[config.mk]
export PLATFORM = sky130hd
export DESIGN_NAME = jss_cell
export DESIGN_NICKNAME = d
export VERILOG_FILES = /design/src/jss_cell.sv
export SDC_FILE = /design/constraint.sdc
export NUM_CORES = 1
export LEC_CHECK = 0
export ABC_AREA = 1
export BUFFER_PORTS_ARGS = -buffer_cell sky130_fd_sc_hd__buf_2
export CAP_MARGIN = 20
export CORE_MARGIN = 2
export CORE_UTILIZATION = 41
export DETAILED_ROUTE_END_ITERATION = 16
export PLACE_DENSITY = 0.79
export SETUP_SLACK_MARGIN = 0.4
export SKIP_LAST_GASP = 1
export SLEW_MARGIN = 20
export SYNTH_ARGS = -nofsm -noshare
export SYNTH_HDL_FRONTEND = slang
export SYNTH_SLANG_ARGS = --single-unit
[constraint.sdc]
create_clock -name clk -period 0.8 [get_ports clk]
set_input_delay 0.12 -clock clk [delete_from_list [all_inputs] [get_ports clk]]
set_output_delay 0.12 -clock clk [all_outputs]
set_load 0.03 [all_outputs]
[src/jss_cell.sv]
module jss_cell #(
  parameter int CELL_BITS = 32
) (
  input  logic                        clk,
  input  logic                        shift_en,
  input  logic signed [CELL_BITS-1:0] up_in,
  input  logic signed [CELL_BITS-1:0] mid_in,
  input  logic signed [CELL_BITS-1:0] dn_in,
  output logic signed [CELL_BITS-1:0] up,
  output logic signed [CELL_BITS-1:0] mid,
  output logic signed [CELL_BITS-1:0] dn
);

  // Take the window column from the neighbor on each shift
  always_ff @(posedge clk) begin
    if (shift_en) begin
      up  <= up_in;
      mid <= mid_in;
      dn  <= dn_in;
    end
  end

endmodule

==> results.sh <==
export IMPL_yosysTopAreaCell="edfxtp_1"
export IMPL_hold_viol=96
export IMPL_maxCapViolations=0
export IMPL_crit_type="reg -> out"
export IMPL_syn_area_um2=2880
export IMPL_hp_class="in -> reg"
export IMPL_grt_antenna_before_repair=0
export IMPL_clock_root_buffer="clkbuf_8"
export IMPL_violations="hold timing, setup timing"
export IMPL_die_area_um2=7720
export IMPL_postSynthAreaPerCell_um2=30.0
export IMPL_syn_nets=194
export IMPL_layout_common_cells="buf_6 (99), edfxtp_1 (96), buf_2 (96)"
export IMPL_via_per_inst=4.39
export IMPL_io_pin_count=194
export IMPL_cp_depth=1
export IMPL_grt_pass1_vias=1939
export IMPL_fmax_mhz=934
export IMPL_min_period_over_period_pct=134
export IMPL_grt_ovfl_total=0
export IMPL_die_x_um=87.9
export IMPL_syn2layout_area_growth_pct=71.3
export IMPL_numClockSinks=96
export IMPL_rsz0062_at_grt="yes"
export IMPL_path_cells="buf_6"
export IMPL_cp_top_family="flip-flops"
export IMPL_dpl_cell_area_um2=4040
export IMPL_critPathRequiredTime_ns=0.68
export IMPL_firstDrtPassIters=4
export IMPL_slew_headroom_pct=91.1
export IMPL_crit_slowest_cell="edfxtp_1"
export IMPL_post_drt_wl_per_cell_um=16.8
export IMPL_final_layout_size_suffix_gt1_share_pct=69.4
export IMPL_numCtsBuffers=9
export IMPL_ys_seq_area_share_pct=100
export IMPL_grt_total_usage_pct=17.6
export IMPL_worst_hold_path_num_cells=1
export IMPL_design_area_um2=4940
export IMPL_post_place_ws_ns=-0.0502
export IMPL_peakVddDrop_uv=1580
export IMPL_die_height_um=87.9
export IMPL_finalSetupViolCount=96
export IMPL_cp_arrival_ns=0.95
export IMPL_crit_buf_inv=1
export IMPL_status="finished, violations left"
export IMPL_multiInputGateArea_um2=0
export IMPL_core_area_um2=6790
export IMPL_drc=0
export IMPL_layout_commonest_cell="buf_6"
export IMPL_slowest_delay_ns=0.43
export IMPL_synth_top_area_share_pct=100
export IMPL_setup_tns_final_ns=-21.16
export IMPL_grt_max_degree=18
export IMPL_drt_initial_drc_count=91
export IMPL_fin_ws_ns=-0.271
export IMPL_final_nets=407
export IMPL_synth_area_top_cells="edfxtp_1 (100%)"
export IMPL_finalWeightedCongestion=0.740
export IMPL_power_leakage_nw=2.07
export IMPL_fill_cells=405
export IMPL_worst_pin_slew_ns=0.133
export IMPL_clockBufferDepth=2
export IMPL_finalMaxSlewViolations=0
export IMPL_drt_total_wl_mm=6.90
export IMPL_rows=30
export IMPL_htreeDepth=3
export IMPL_cts_tree="built"
export IMPL_powerDensity_nw_per_um2=2250
export IMPL_path_max_fanout=1
export IMPL_postSynthCellCount=96
export IMPL_initial_core_util_pct=42.4
export IMPL_path_clk_slew_ns=0.10
export IMPL_seqCellArea_um2=2880
export IMPL_setup_worst_path_end_class="output port"
export IMPL_vias=1799
export IMPL_start_kind="register"
export IMPL_synth_seq_cells=96
export IMPL_antenna_cells=0
export IMPL_grt_pass1_wl_mm=9.60
export IMPL_finalHoldWorstSlack_ns=-0.0720
export IMPL_ys_types=1
export IMPL_layout_min_cycle_time_ns=1.07
export IMPL_multi_input_comb_cells=0
export IMPL_ant_nets=0
export IMPL_placement_io_buffers=193
export IMPL_yosys_warnings=0
-- final timing paths --
check	start	end	slack, ns
max	dn[0]	dn[0]	-0.27
min	mid_in[11]	mid[11]	-0.07
-- metal layers --
layer  wire (um)  vias up  global-route usage [%]
met5           0        -                       0
met4         225        0                    8.25
met3         786       21                    9.24
met2        3730      132                    31.7
met1        2150      828                    16.3
li1            -      818                       -
-- repair_timing --
action / CTS / global route
buffers inserted: 0 / 0
pin swaps: 0 / 0
gates resized for setup: 201 / 1
hold endpoints to repair: 96 / 96
endpoints found under the setup margin: 186 / 155
cloned: 3 / 0
-- cell families (layout without fill, tap and decap cells) --
group | Yosys count | in the layout | share of synthesized area, %
flops | 96 | 96 | 100
buf+inv | 0 | 218 | 0
-- where the power goes --
group,switching [mW],total (mW),internal (mW)
sequential,0.186,6.17,5.98
combinational,1.13,2.07,0.945
clock,1.70,2.85,1.15
total,3.01,11.1,8.08
-- state kept, by name (all words and copies together), names as in the netlist --
name  count
dn       32
mid      32
up       32
-- cell type report --
cell class              count  share of cell area, %
clock buffers               9                   2.51
well taps                  96                   2.43
repair buffers            202                   35.5
clock inverters             7                   1.17
flip-flops and latches     96                   58.4
-- through the flow --
step	total power [mW]	cells	utilization, %
2_1_floorplan	7.01	96	-
3_3_place_gp	7.69	391	59.5
3_5_place_dp	7.73	391	59.5
4_1_cts	11.1	410	72.6
5_1_grt	11.5	410	72.7
6_report	11.1	410	72.7
-- synth_stat cells (all sizes together) --
cell    count
edfxtp     96
No activity file was read; power rests on OpenSTA's default activity.
