--- src/jss_pkg.sv ---
package jss_pkg;

  // Configuration port geometry
  localparam int CFG_INDEX_W = 3;
  localparam int CFG_DATA_W  = 32;

  // Register field widths
  localparam int SIZE_W   = 11;
  localparam int GAIN_W   = 18;
  localparam int OFFSET_W = 32;

  // Fixed-point layout: cells Q16.16, gains Q2.16
  localparam int FRAC_BITS = 16;

  // Smallest grid edge that still has an interior
  localparam int MIN_SIZE = 3;

  // Columns held in the stencil window
  localparam int WINDOW = 3;

  // Register indexes
  typedef enum logic [CFG_INDEX_W-1:0] {
    CFG_GRID_WIDTH,
    CFG_GRID_HEIGHT,
    CFG_GAIN_VERTICAL,
    CFG_GAIN_HORIZONTAL,
    CFG_SOURCE_OFFSET
  } cfg_reg_t;

  // Input opcodes
  localparam logic OP_CELL  = 1'b0;
  localparam logic OP_DRAIN = 1'b1;

  // Register reset values
  localparam logic [SIZE_W-1:0]   GRID_WIDTH_RESET  = 11'd10;
  localparam logic [SIZE_W-1:0]   GRID_HEIGHT_RESET = 11'd20;
  localparam logic [GAIN_W-1:0]   GAIN_RESET        = 18'd16384;
  localparam logic [OFFSET_W-1:0] OFFSET_RESET      = 32'd0;

  // Per-result control carried alongside the data path
  typedef struct packed {
    logic valid;
    logic boundary;
    logic last;
  } meta_t;

endpackage

--- src/jss_stencil.sv ---
module jss_stencil #(
  parameter int CELL_BITS = 32
) (
  input  logic                               clk,
  input  logic                               rst,
  input  logic                               adv,
  input  jss_pkg::meta_t                     meta_in,
  input  logic signed [CELL_BITS-1:0]        up,
  input  logic signed [CELL_BITS-1:0]        dn,
  input  logic signed [CELL_BITS-1:0]        lf,
  input  logic signed [CELL_BITS-1:0]        rt,
  input  logic signed [CELL_BITS-1:0]        center,
  input  logic [jss_pkg::GAIN_W-1:0]         gain_v,
  input  logic [jss_pkg::GAIN_W-1:0]         gain_h,
  input  logic signed [jss_pkg::OFFSET_W-1:0] offset,
  output logic                               result_valid,
  output logic signed [CELL_BITS-1:0]        new_value,
  output logic                               boundary_cell,
  output logic                               saturated,
  output logic                               last_of_grid
);

  localparam int SUM_W  = CELL_BITS + 1;
  localparam int PW     = SUM_W + jss_pkg::GAIN_W + 1;
  localparam int TW     = PW + 1 - jss_pkg::FRAC_BITS;
  localparam int RW     = ((TW > jss_pkg::OFFSET_W) ? TW : jss_pkg::OFFSET_W) + 1;
  localparam logic signed [PW:0] ROUND_HALF = (PW + 1)'(1) << (jss_pkg::FRAC_BITS - 1);
  localparam logic [CELL_BITS-1:0] CELL_MAX = {1'b0, {(CELL_BITS - 1){1'b1}}};
  localparam logic [CELL_BITS-1:0] CELL_MIN = {1'b1, {(CELL_BITS - 1){1'b0}}};

  jss_pkg::meta_t              s3_meta, s4_meta, s5_meta;
  logic signed [SUM_W-1:0]     s3_sv, s3_sh;
  logic signed [CELL_BITS-1:0] s3_center, s4_center, s5_center;
  logic signed [PW-1:0]        s4_pv, s4_ph;
  logic signed [TW-1:0]        s5_t;

  logic signed [jss_pkg::GAIN_W:0] gv_s, gh_s;
  logic signed [PW:0]              acc;
  logic signed [RW-1:0]            diff;
  logic                            ovf;
  logic [CELL_BITS-1:0]            clipped;

  assign gv_s = {1'b0, gain_v};
  assign gh_s = {1'b0, gain_h};

  // Round to Q16.16: add one half, then floor
  assign acc = s4_pv + s4_ph + ROUND_HALF;

  // Subtract the source term and clip to the cell range
  assign diff = {{(RW - TW){s5_t[TW-1]}}, s5_t}
              - {{(RW - jss_pkg::OFFSET_W){offset[jss_pkg::OFFSET_W-1]}}, offset};
  assign ovf  = !((&diff[RW-1:CELL_BITS-1]) || (~|diff[RW-1:CELL_BITS-1]));

  always_comb begin
    if (ovf) begin
      clipped = diff[RW-1] ? CELL_MIN : CELL_MAX;
    end else begin
      clipped = diff[CELL_BITS-1:0];
    end
  end

  // Advance the control of each stage
  always_ff @(posedge clk) begin
    if (rst) begin
      s3_meta      <= '0;
      s4_meta      <= '0;
      s5_meta      <= '0;
      result_valid <= 1'b0;
    end else if (adv) begin
      s3_meta      <= meta_in;
      s4_meta      <= s3_meta;
      s5_meta      <= s4_meta;
      result_valid <= s5_meta.valid;
    end
  end

  // Neighbor sums, weighted products, rounding, then the output item
  always_ff @(posedge clk) begin
    if (adv) begin
      s3_sv         <= {up[CELL_BITS-1], up} + {dn[CELL_BITS-1], dn};
      s3_sh         <= {lf[CELL_BITS-1], lf} + {rt[CELL_BITS-1], rt};
      s3_center     <= center;
      s4_pv         <= s3_sv * gv_s;
      s4_ph         <= s3_sh * gh_s;
      s4_center     <= s3_center;
      s5_t          <= acc[PW:jss_pkg::FRAC_BITS];
      s5_center     <= s4_center;
      new_value     <= s5_meta.boundary ? s5_center : clipped;
      boundary_cell <= s5_meta.boundary;
      saturated     <= !s5_meta.boundary && ovf;
      last_of_grid  <= s5_meta.last;
    end
  end

  a_last_is_edge: assert property (@(posedge clk) disable iff (rst)
    result_valid && last_of_grid |-> boundary_cell && !saturated)
    else $error("final item of the sweep is not a boundary cell");

  a_sat_interior: assert property (@(posedge clk) disable iff (rst)
    $rose(result_valid) && saturated |-> !boundary_cell)
    else $error("boundary cell flagged as saturated");

endmodule

--- config.mk ---
export PLATFORM = sky130hd
export DESIGN_NAME = jss_stencil
export DESIGN_NICKNAME = d
export VERILOG_FILES = /design/src/jss_pkg.sv /design/src/jss_stencil.sv
export SDC_FILE = /design/constraint.sdc
export NUM_CORES = 2
export LEC_CHECK = 0
export BUFFER_PORTS_ARGS = -buffer_cell sky130_fd_sc_hd__buf_2
export CORE_MARGIN = 4
export CORE_UTILIZATION = 55
export DETAILED_ROUTE_END_ITERATION = 16
export GPL_ROUTABILITY_DRIVEN = 0
export PLACE_DENSITY_LB_ADDON = 0.3
export SLEW_MARGIN = 10
export SYNTH_ARGS = -nofsm -noshare
export SYNTH_HDL_FRONTEND = slang
export SYNTH_SLANG_ARGS = --single-unit
--- constraint.sdc ---
create_clock -name clk -period 11.23 [get_ports clk]
set_input_delay 1.6845 -clock clk [delete_from_list [all_inputs] [get_ports clk]]
set_output_delay 1.6845 -clock clk [all_outputs]
set_load 0.02 [all_outputs]
==> flow_summary.html <==
<table>
<tr><th>Metric</th><th>Value</th></tr>
<tr><th colspan="2">Die</th></tr>
<tr><td>DIE HEIGHT</td><td>roughly 340 um</td></tr>
<tr><td>Area enclosed by the die boundary</td><td>0.117 mm2</td></tr>
<tr><td>Chip Width</td><td>around 340 um</td></tr>
<tr><td>Number of ports placed on the die boundary</td><td>270</td></tr>
<tr><td>Initial standard-cell utilization of the core</td><td>0.554</td></tr>
<tr><td>CORE AREA</td><td>between 0.1 and 0.15 mm2</td></tr>
<tr><td>Std cell rows</td><td>122</td></tr>
<tr><th colspan="2">Synth</th></tr>
<tr><td>Count of warnings emitted by yosys</td><td>0</td></tr>
<tr><td>Post-synthesis async set-or-reset flop share</td><td>0</td></tr>
<tr><td>Share of the synthesized area in the top cell type</td><td>0.375</td></tr>
<tr><td>Proportion of synthesized chip area in sequential cells</td><td>0.169</td></tr>
<tr><td>Post-synth top area cell</td><td>sky130_fd_sc_hd__fa_1</td></tr>
<tr><td>Gate Count Post-Synth</td><td>6,413</td></tr>
<tr><td>Number of synthesized register bits</td><td>around 350</td></tr>
<tr><td>Number of synthesized flops with an enable pin</td><td>about 340</td></tr>
<tr><td>Summed instance area of the synthesized netlist</td><td>between 0.06 and 0.07 mm2</td></tr>
<tr><td>Library cells used by synthesis</td><td>84</td></tr>
<tr><td>Net Count, Synth</td><td>approximately 8,300</td></tr>
<tr><td>Largest cells by area after synthesis</td><td>sky130_fd_sc_hd__fa_1 (38%), sky130_fd_sc_hd__edfxtp_1 (17%), sky130_fd_sc_hd__ha_1 (9.4%)</td></tr>
<tr><td>Primary FF master, synth</td><td>sky130_fd_sc_hd__edfxtp_1</td></tr>
<tr><td>Mean instance size in the synthesized netlist</td><td>9.55 um2</td></tr>
<tr><th colspan="2">STA</th></tr>
<tr><td>Clock tree skew after final layout</td><td>0.0418 ns</td></tr>
<tr><td>Setup repair after global routing missed its margin</td><td>no</td></tr>
<tr><td>Final setup fails</td><td>0</td></tr>
<tr><td>Setup_tns</td><td>0 ns</td></tr>
<tr><td>Transition at the pin with the smallest max-transition slack</td><td>1.22 ns</td></tr>
<tr><td>Tcrit/Tclk final</td><td>0.768</td></tr>
<tr><td>Peak clock frequency supported by timing</td><td>between 100 and 150 MHz</td></tr>
<tr><td>Headroom to the max-slew limit</td><td>0.184</td></tr>
<tr><td>Final worst path period need</td><td>around 8.6 ns</td></tr>
<tr><td>Final hold vios</td><td>0</td></tr>
<tr><td>Final max-slew violation count</td><td>0</td></tr>
<tr><th colspan="2">Final layout</th></tr>
<tr><td>Non-filler instance count after layout</td><td>around 8,000</td></tr>
<tr><td>Layout net count</td><td>about 8,400</td></tr>
<tr><td>Proportion of layout cells with a drive suffix above 1</td><td>0.0582</td></tr>
<tr><td>Growth of design area from synthesis to finish</td><td>6.27%</td></tr>
<tr><th colspan="2">Clock tree</th></tr>
<tr><td>Number of CTS-inserted buffers</td><td>43</td></tr>
<tr><td>H-tree Lvls</td><td>2</td></tr>
<tr><td>Number of sinks driven by the clock tree</td><td>~350</td></tr>
<tr><td>Clock root cell</td><td>sky130_fd_sc_hd__clkbuf_16</td></tr>
<tr><td>Buffers inserted during post-CTS setup optimization</td><td>0</td></tr>
<tr><td>TritonCTS clock tree</td><td>yes</td></tr>
<tr><td>Worst-path clk slew</td><td>roughly 0.06 ns</td></tr>
<tr><td>Number of buffers on the longest clock path</td><td>3</td></tr>
<tr><td>Cells resized by post-CTS repair</td><td>0</td></tr>
<tr><td>Clock latency reported for the late side of the worst-skew pair</td><td>0.62 ns</td></tr>
<tr><td>Hold buffer count at CTS</td><td>0</td></tr>
<tr><th colspan="2">Critical path</th></tr>
<tr><td>Largest fanout on the critical path</td><td>33</td></tr>
<tr><td>Crit path DAT</td><td>roughly 9.0 ns</td></tr>
<tr><td>R2R cell count</td><td>21</td></tr>
<tr><td>Type of the worst setup path</td><td>input pin to flip-flop</td></tr>
<tr><td>Startpoint Class</td><td>input pin</td></tr>
<tr><td>Critical Path RT</td><td>approximately 12 ns</td></tr>
<tr><td>Critical Path Sink Type</td><td>flip-flop</td></tr>
<tr><th colspan="2">Route</th></tr>
<tr><td>DR iter-0 viols</td><td>2,995</td></tr>
<tr><td>Via count</td><td>about 44,000</td></tr>
<tr><td>Average detailed-routed wire length per instance</td><td>between 15 and 20 um</td></tr>
<tr><td>Remaining antenna violation count</td><td>0</td></tr>
<tr><td># DRC</td><td>0</td></tr>
<tr><td>Detailed-route vias per instance</td><td>between 5 and 6</td></tr>
<tr><td>Number of iterations in the first detailed-routing pass</td><td>5</td></tr>
<tr><td>Wire length reported by the detailed router</td><td>147,000 um</td></tr>
<tr><th colspan="2">Placement</th></tr>
<tr><td>Detailed placement HPWL</td><td>around 110,000 um</td></tr>
<tr><td>Dpl cells</td><td>between 7,000 and 8,000</td></tr>
<tr><td>PortBufs</td><td>between 200 and 300</td></tr>
<tr><th colspan="2">GRT</th></tr>
<tr><td>Wire length of the first global-routing pass</td><td>240,000 um</td></tr>
<tr><td>Vias in the first global route</td><td>about 47,000</td></tr>
<tr><td>Maximum number of pins on one net before global-route repair</td><td>167</td></tr>
<tr><td>Total Routing Usage GR</td><td>0.258</td></tr>
<tr><td>Total overflow reported by the global router</td><td>0</td></tr>
<tr><td>Number of antenna violations at the first check in global routing</td><td>7</td></tr>
<tr><th colspan="2">Min path</th></tr>
<tr><td>Type of the tightest min-delay check</td><td>flip-flop to flip-flop</td></tr>
<tr><td>Worst hold path cell count</td><td>0</td></tr>
<tr><th colspan="2">Status</th></tr>
<tr><td>Outcome</td><td>complete, no violations</td></tr>
<tr><th colspan="2">Run</th></tr>
<tr><td>Max-cap check violation count</td><td>0</td></tr>
</table>
critical path: stages:
cell                        delay [ns]
sky130_fd_sc_hd__buf_2            0.61
sky130_fd_sc_hd__nand2_1          0.20
sky130_fd_sc_hd__fa_1             0.56
sky130_fd_sc_hd__fa_1             0.52
sky130_fd_sc_hd__fa_1             0.53
sky130_fd_sc_hd__inv_1            0.06
sky130_fd_sc_hd__fa_1             0.49
sky130_fd_sc_hd__fa_1             0.50
sky130_fd_sc_hd__inv_1            0.05
sky130_fd_sc_hd__fa_1             0.47
sky130_fd_sc_hd__inv_1            0.04
sky130_fd_sc_hd__ha_1             0.33
sky130_fd_sc_hd__nand2_1          0.10
sky130_fd_sc_hd__o21ai_0          0.33
sky130_fd_sc_hd__o21ai_0          0.28
sky130_fd_sc_hd__a2111oi_1        0.90
sky130_fd_sc_hd__o21ai_1          0.25
sky130_fd_sc_hd__a21boi_1         0.39
sky130_fd_sc_hd__a31o_2           0.28
sky130_fd_sc_hd__a221o_1          0.16
sky130_fd_sc_hd__a21oi_1          0.08
sky130_fd_sc_hd__xnor2_1          0.13
placed cells by master (no fill, tap or decap), drive strengths merged, types with 113 or more instances in the layout:
cell    synthesis  final
a21o          113    113
a21oi         214    214
and2          640    640
buf            10    274
edfxtp        338    338
fa           1149   1149
ha            460    460
inv          1518   1523
nand2         713    713
nor2          151    151
xnor2         136    136
synthesized netlist by cell type (6+ instances only):
cell                        number
sky130_fd_sc_hd__a211o_1        13
sky130_fd_sc_hd__a211oi_1       23
sky130_fd_sc_hd__a21o_1        113
sky130_fd_sc_hd__a21oi_1       213
sky130_fd_sc_hd__a311oi_1       13
sky130_fd_sc_hd__a31oi_1        26
sky130_fd_sc_hd__and2_1        639
sky130_fd_sc_hd__and3_1         16
sky130_fd_sc_hd__and4_1          7
sky130_fd_sc_hd__buf_2           6
sky130_fd_sc_hd__clkbuf_1      208
sky130_fd_sc_hd__dfxtp_1        10
sky130_fd_sc_hd__edfxtp_1      338
sky130_fd_sc_hd__fa_1         1149
sky130_fd_sc_hd__ha_1          460
sky130_fd_sc_hd__inv_1        1518
sky130_fd_sc_hd__mux2i_1        14
sky130_fd_sc_hd__nand2_1       713
sky130_fd_sc_hd__nand2b_1       22
sky130_fd_sc_hd__nand3_1        66
sky130_fd_sc_hd__nand3b_1        6
sky130_fd_sc_hd__nand4_1        23
sky130_fd_sc_hd__nor2_1        151
sky130_fd_sc_hd__nor2b_1        37
sky130_fd_sc_hd__nor3_1         56
sky130_fd_sc_hd__nor4_1          8
sky130_fd_sc_hd__o2111ai_1       8
sky130_fd_sc_hd__o211ai_1       24
sky130_fd_sc_hd__o21a_1         30
sky130_fd_sc_hd__o21ai_0       104
sky130_fd_sc_hd__o21bai_1       27
sky130_fd_sc_hd__o311ai_0       12
sky130_fd_sc_hd__o31ai_1         9
sky130_fd_sc_hd__or2_2          11
sky130_fd_sc_hd__or3_1          14
sky130_fd_sc_hd__xnor2_1       136
sky130_fd_sc_hd__xor2_1         72
routing by layer:
metal  wire length, um  global-route usage  vias up
met3             10300              0.0300      394
met2             72500               0.443     1622
li1                  -                   -    19900
met4              6830               0.108        0
met5                 0                   0        -
met1             57100               0.334    22300
worst paths after layout:
path | from | endpoint | slack, ns
setup reg to reg | s3_sh[11]$_DFFE_PP_ | s4_ph[51]$_DFFE_PP_ | 3.36
setup / recovery | gain_h[4] | s4_ph[51]$_DFFE_PP_ | 2.60
hold reg to reg | s3_center[17]$_DFFE_PP_ | s4_center[17]$_DFFE_PP_ | 0.42
hold / removal | s3_center[17]$_DFFE_PP_ | s4_center[17]$_DFFE_PP_ | 0.42
cell families after synthesis:
kind of cell             Yosys count  synth area share
adder cells (fa/ha/maj)         1609             0.469
multiplexers                      16           0.00266
XOR/XNOR                         208            0.0297
buffers and inverters           1737             0.107
flip-flops                       348             0.169
AO/OA/AOI/OAI                    698            0.0750
AND/OR/NAND/NOR                 1797             0.147
area by class of cell:
cell class | instances | area (um2)
inverter | 1518 | 5700
clock inverter | 35 | 322
multi-input combinational | 4328 | 44400
antenna | 2 | 5.00
timing repair buffer | 274 | 1410
clock buffer | 45 | 1080
sequential | 348 | 10400
fill | 9491 | 45600
tap | 1488 | 1860
state kept, by name (all words and copies together), names as in the netlist, 33 cells and up:
register  count
s3_sv        33
s3_sh        33
s5_t         37
s4_ph        52
s4_pv        52
metrics by stage:
| stage | hold slack (ns) | utilization | setup WS, ns | instance area, um2 |
|---|---|---|---|---|
| final | 0.417 | 0.588 | 2.60 | 65100 |
| after global routing | 0.423 | 0.588 | 2.36 | 65100 |
| after CTS | 0.417 | 0.588 | 2.48 | 65100 |
| after detailed placement | 0.405 | 0.576 | 1.83 | 63700 |
| after global placement | 0.402 | 0.576 | 2.12 | 63700 |
| after floorplan | 0.400 | - | 3.44 | 61300 |
Power is not shown: default switching activity piles up to over one toggle a cycle in this logic, so the estimate is an artifact.
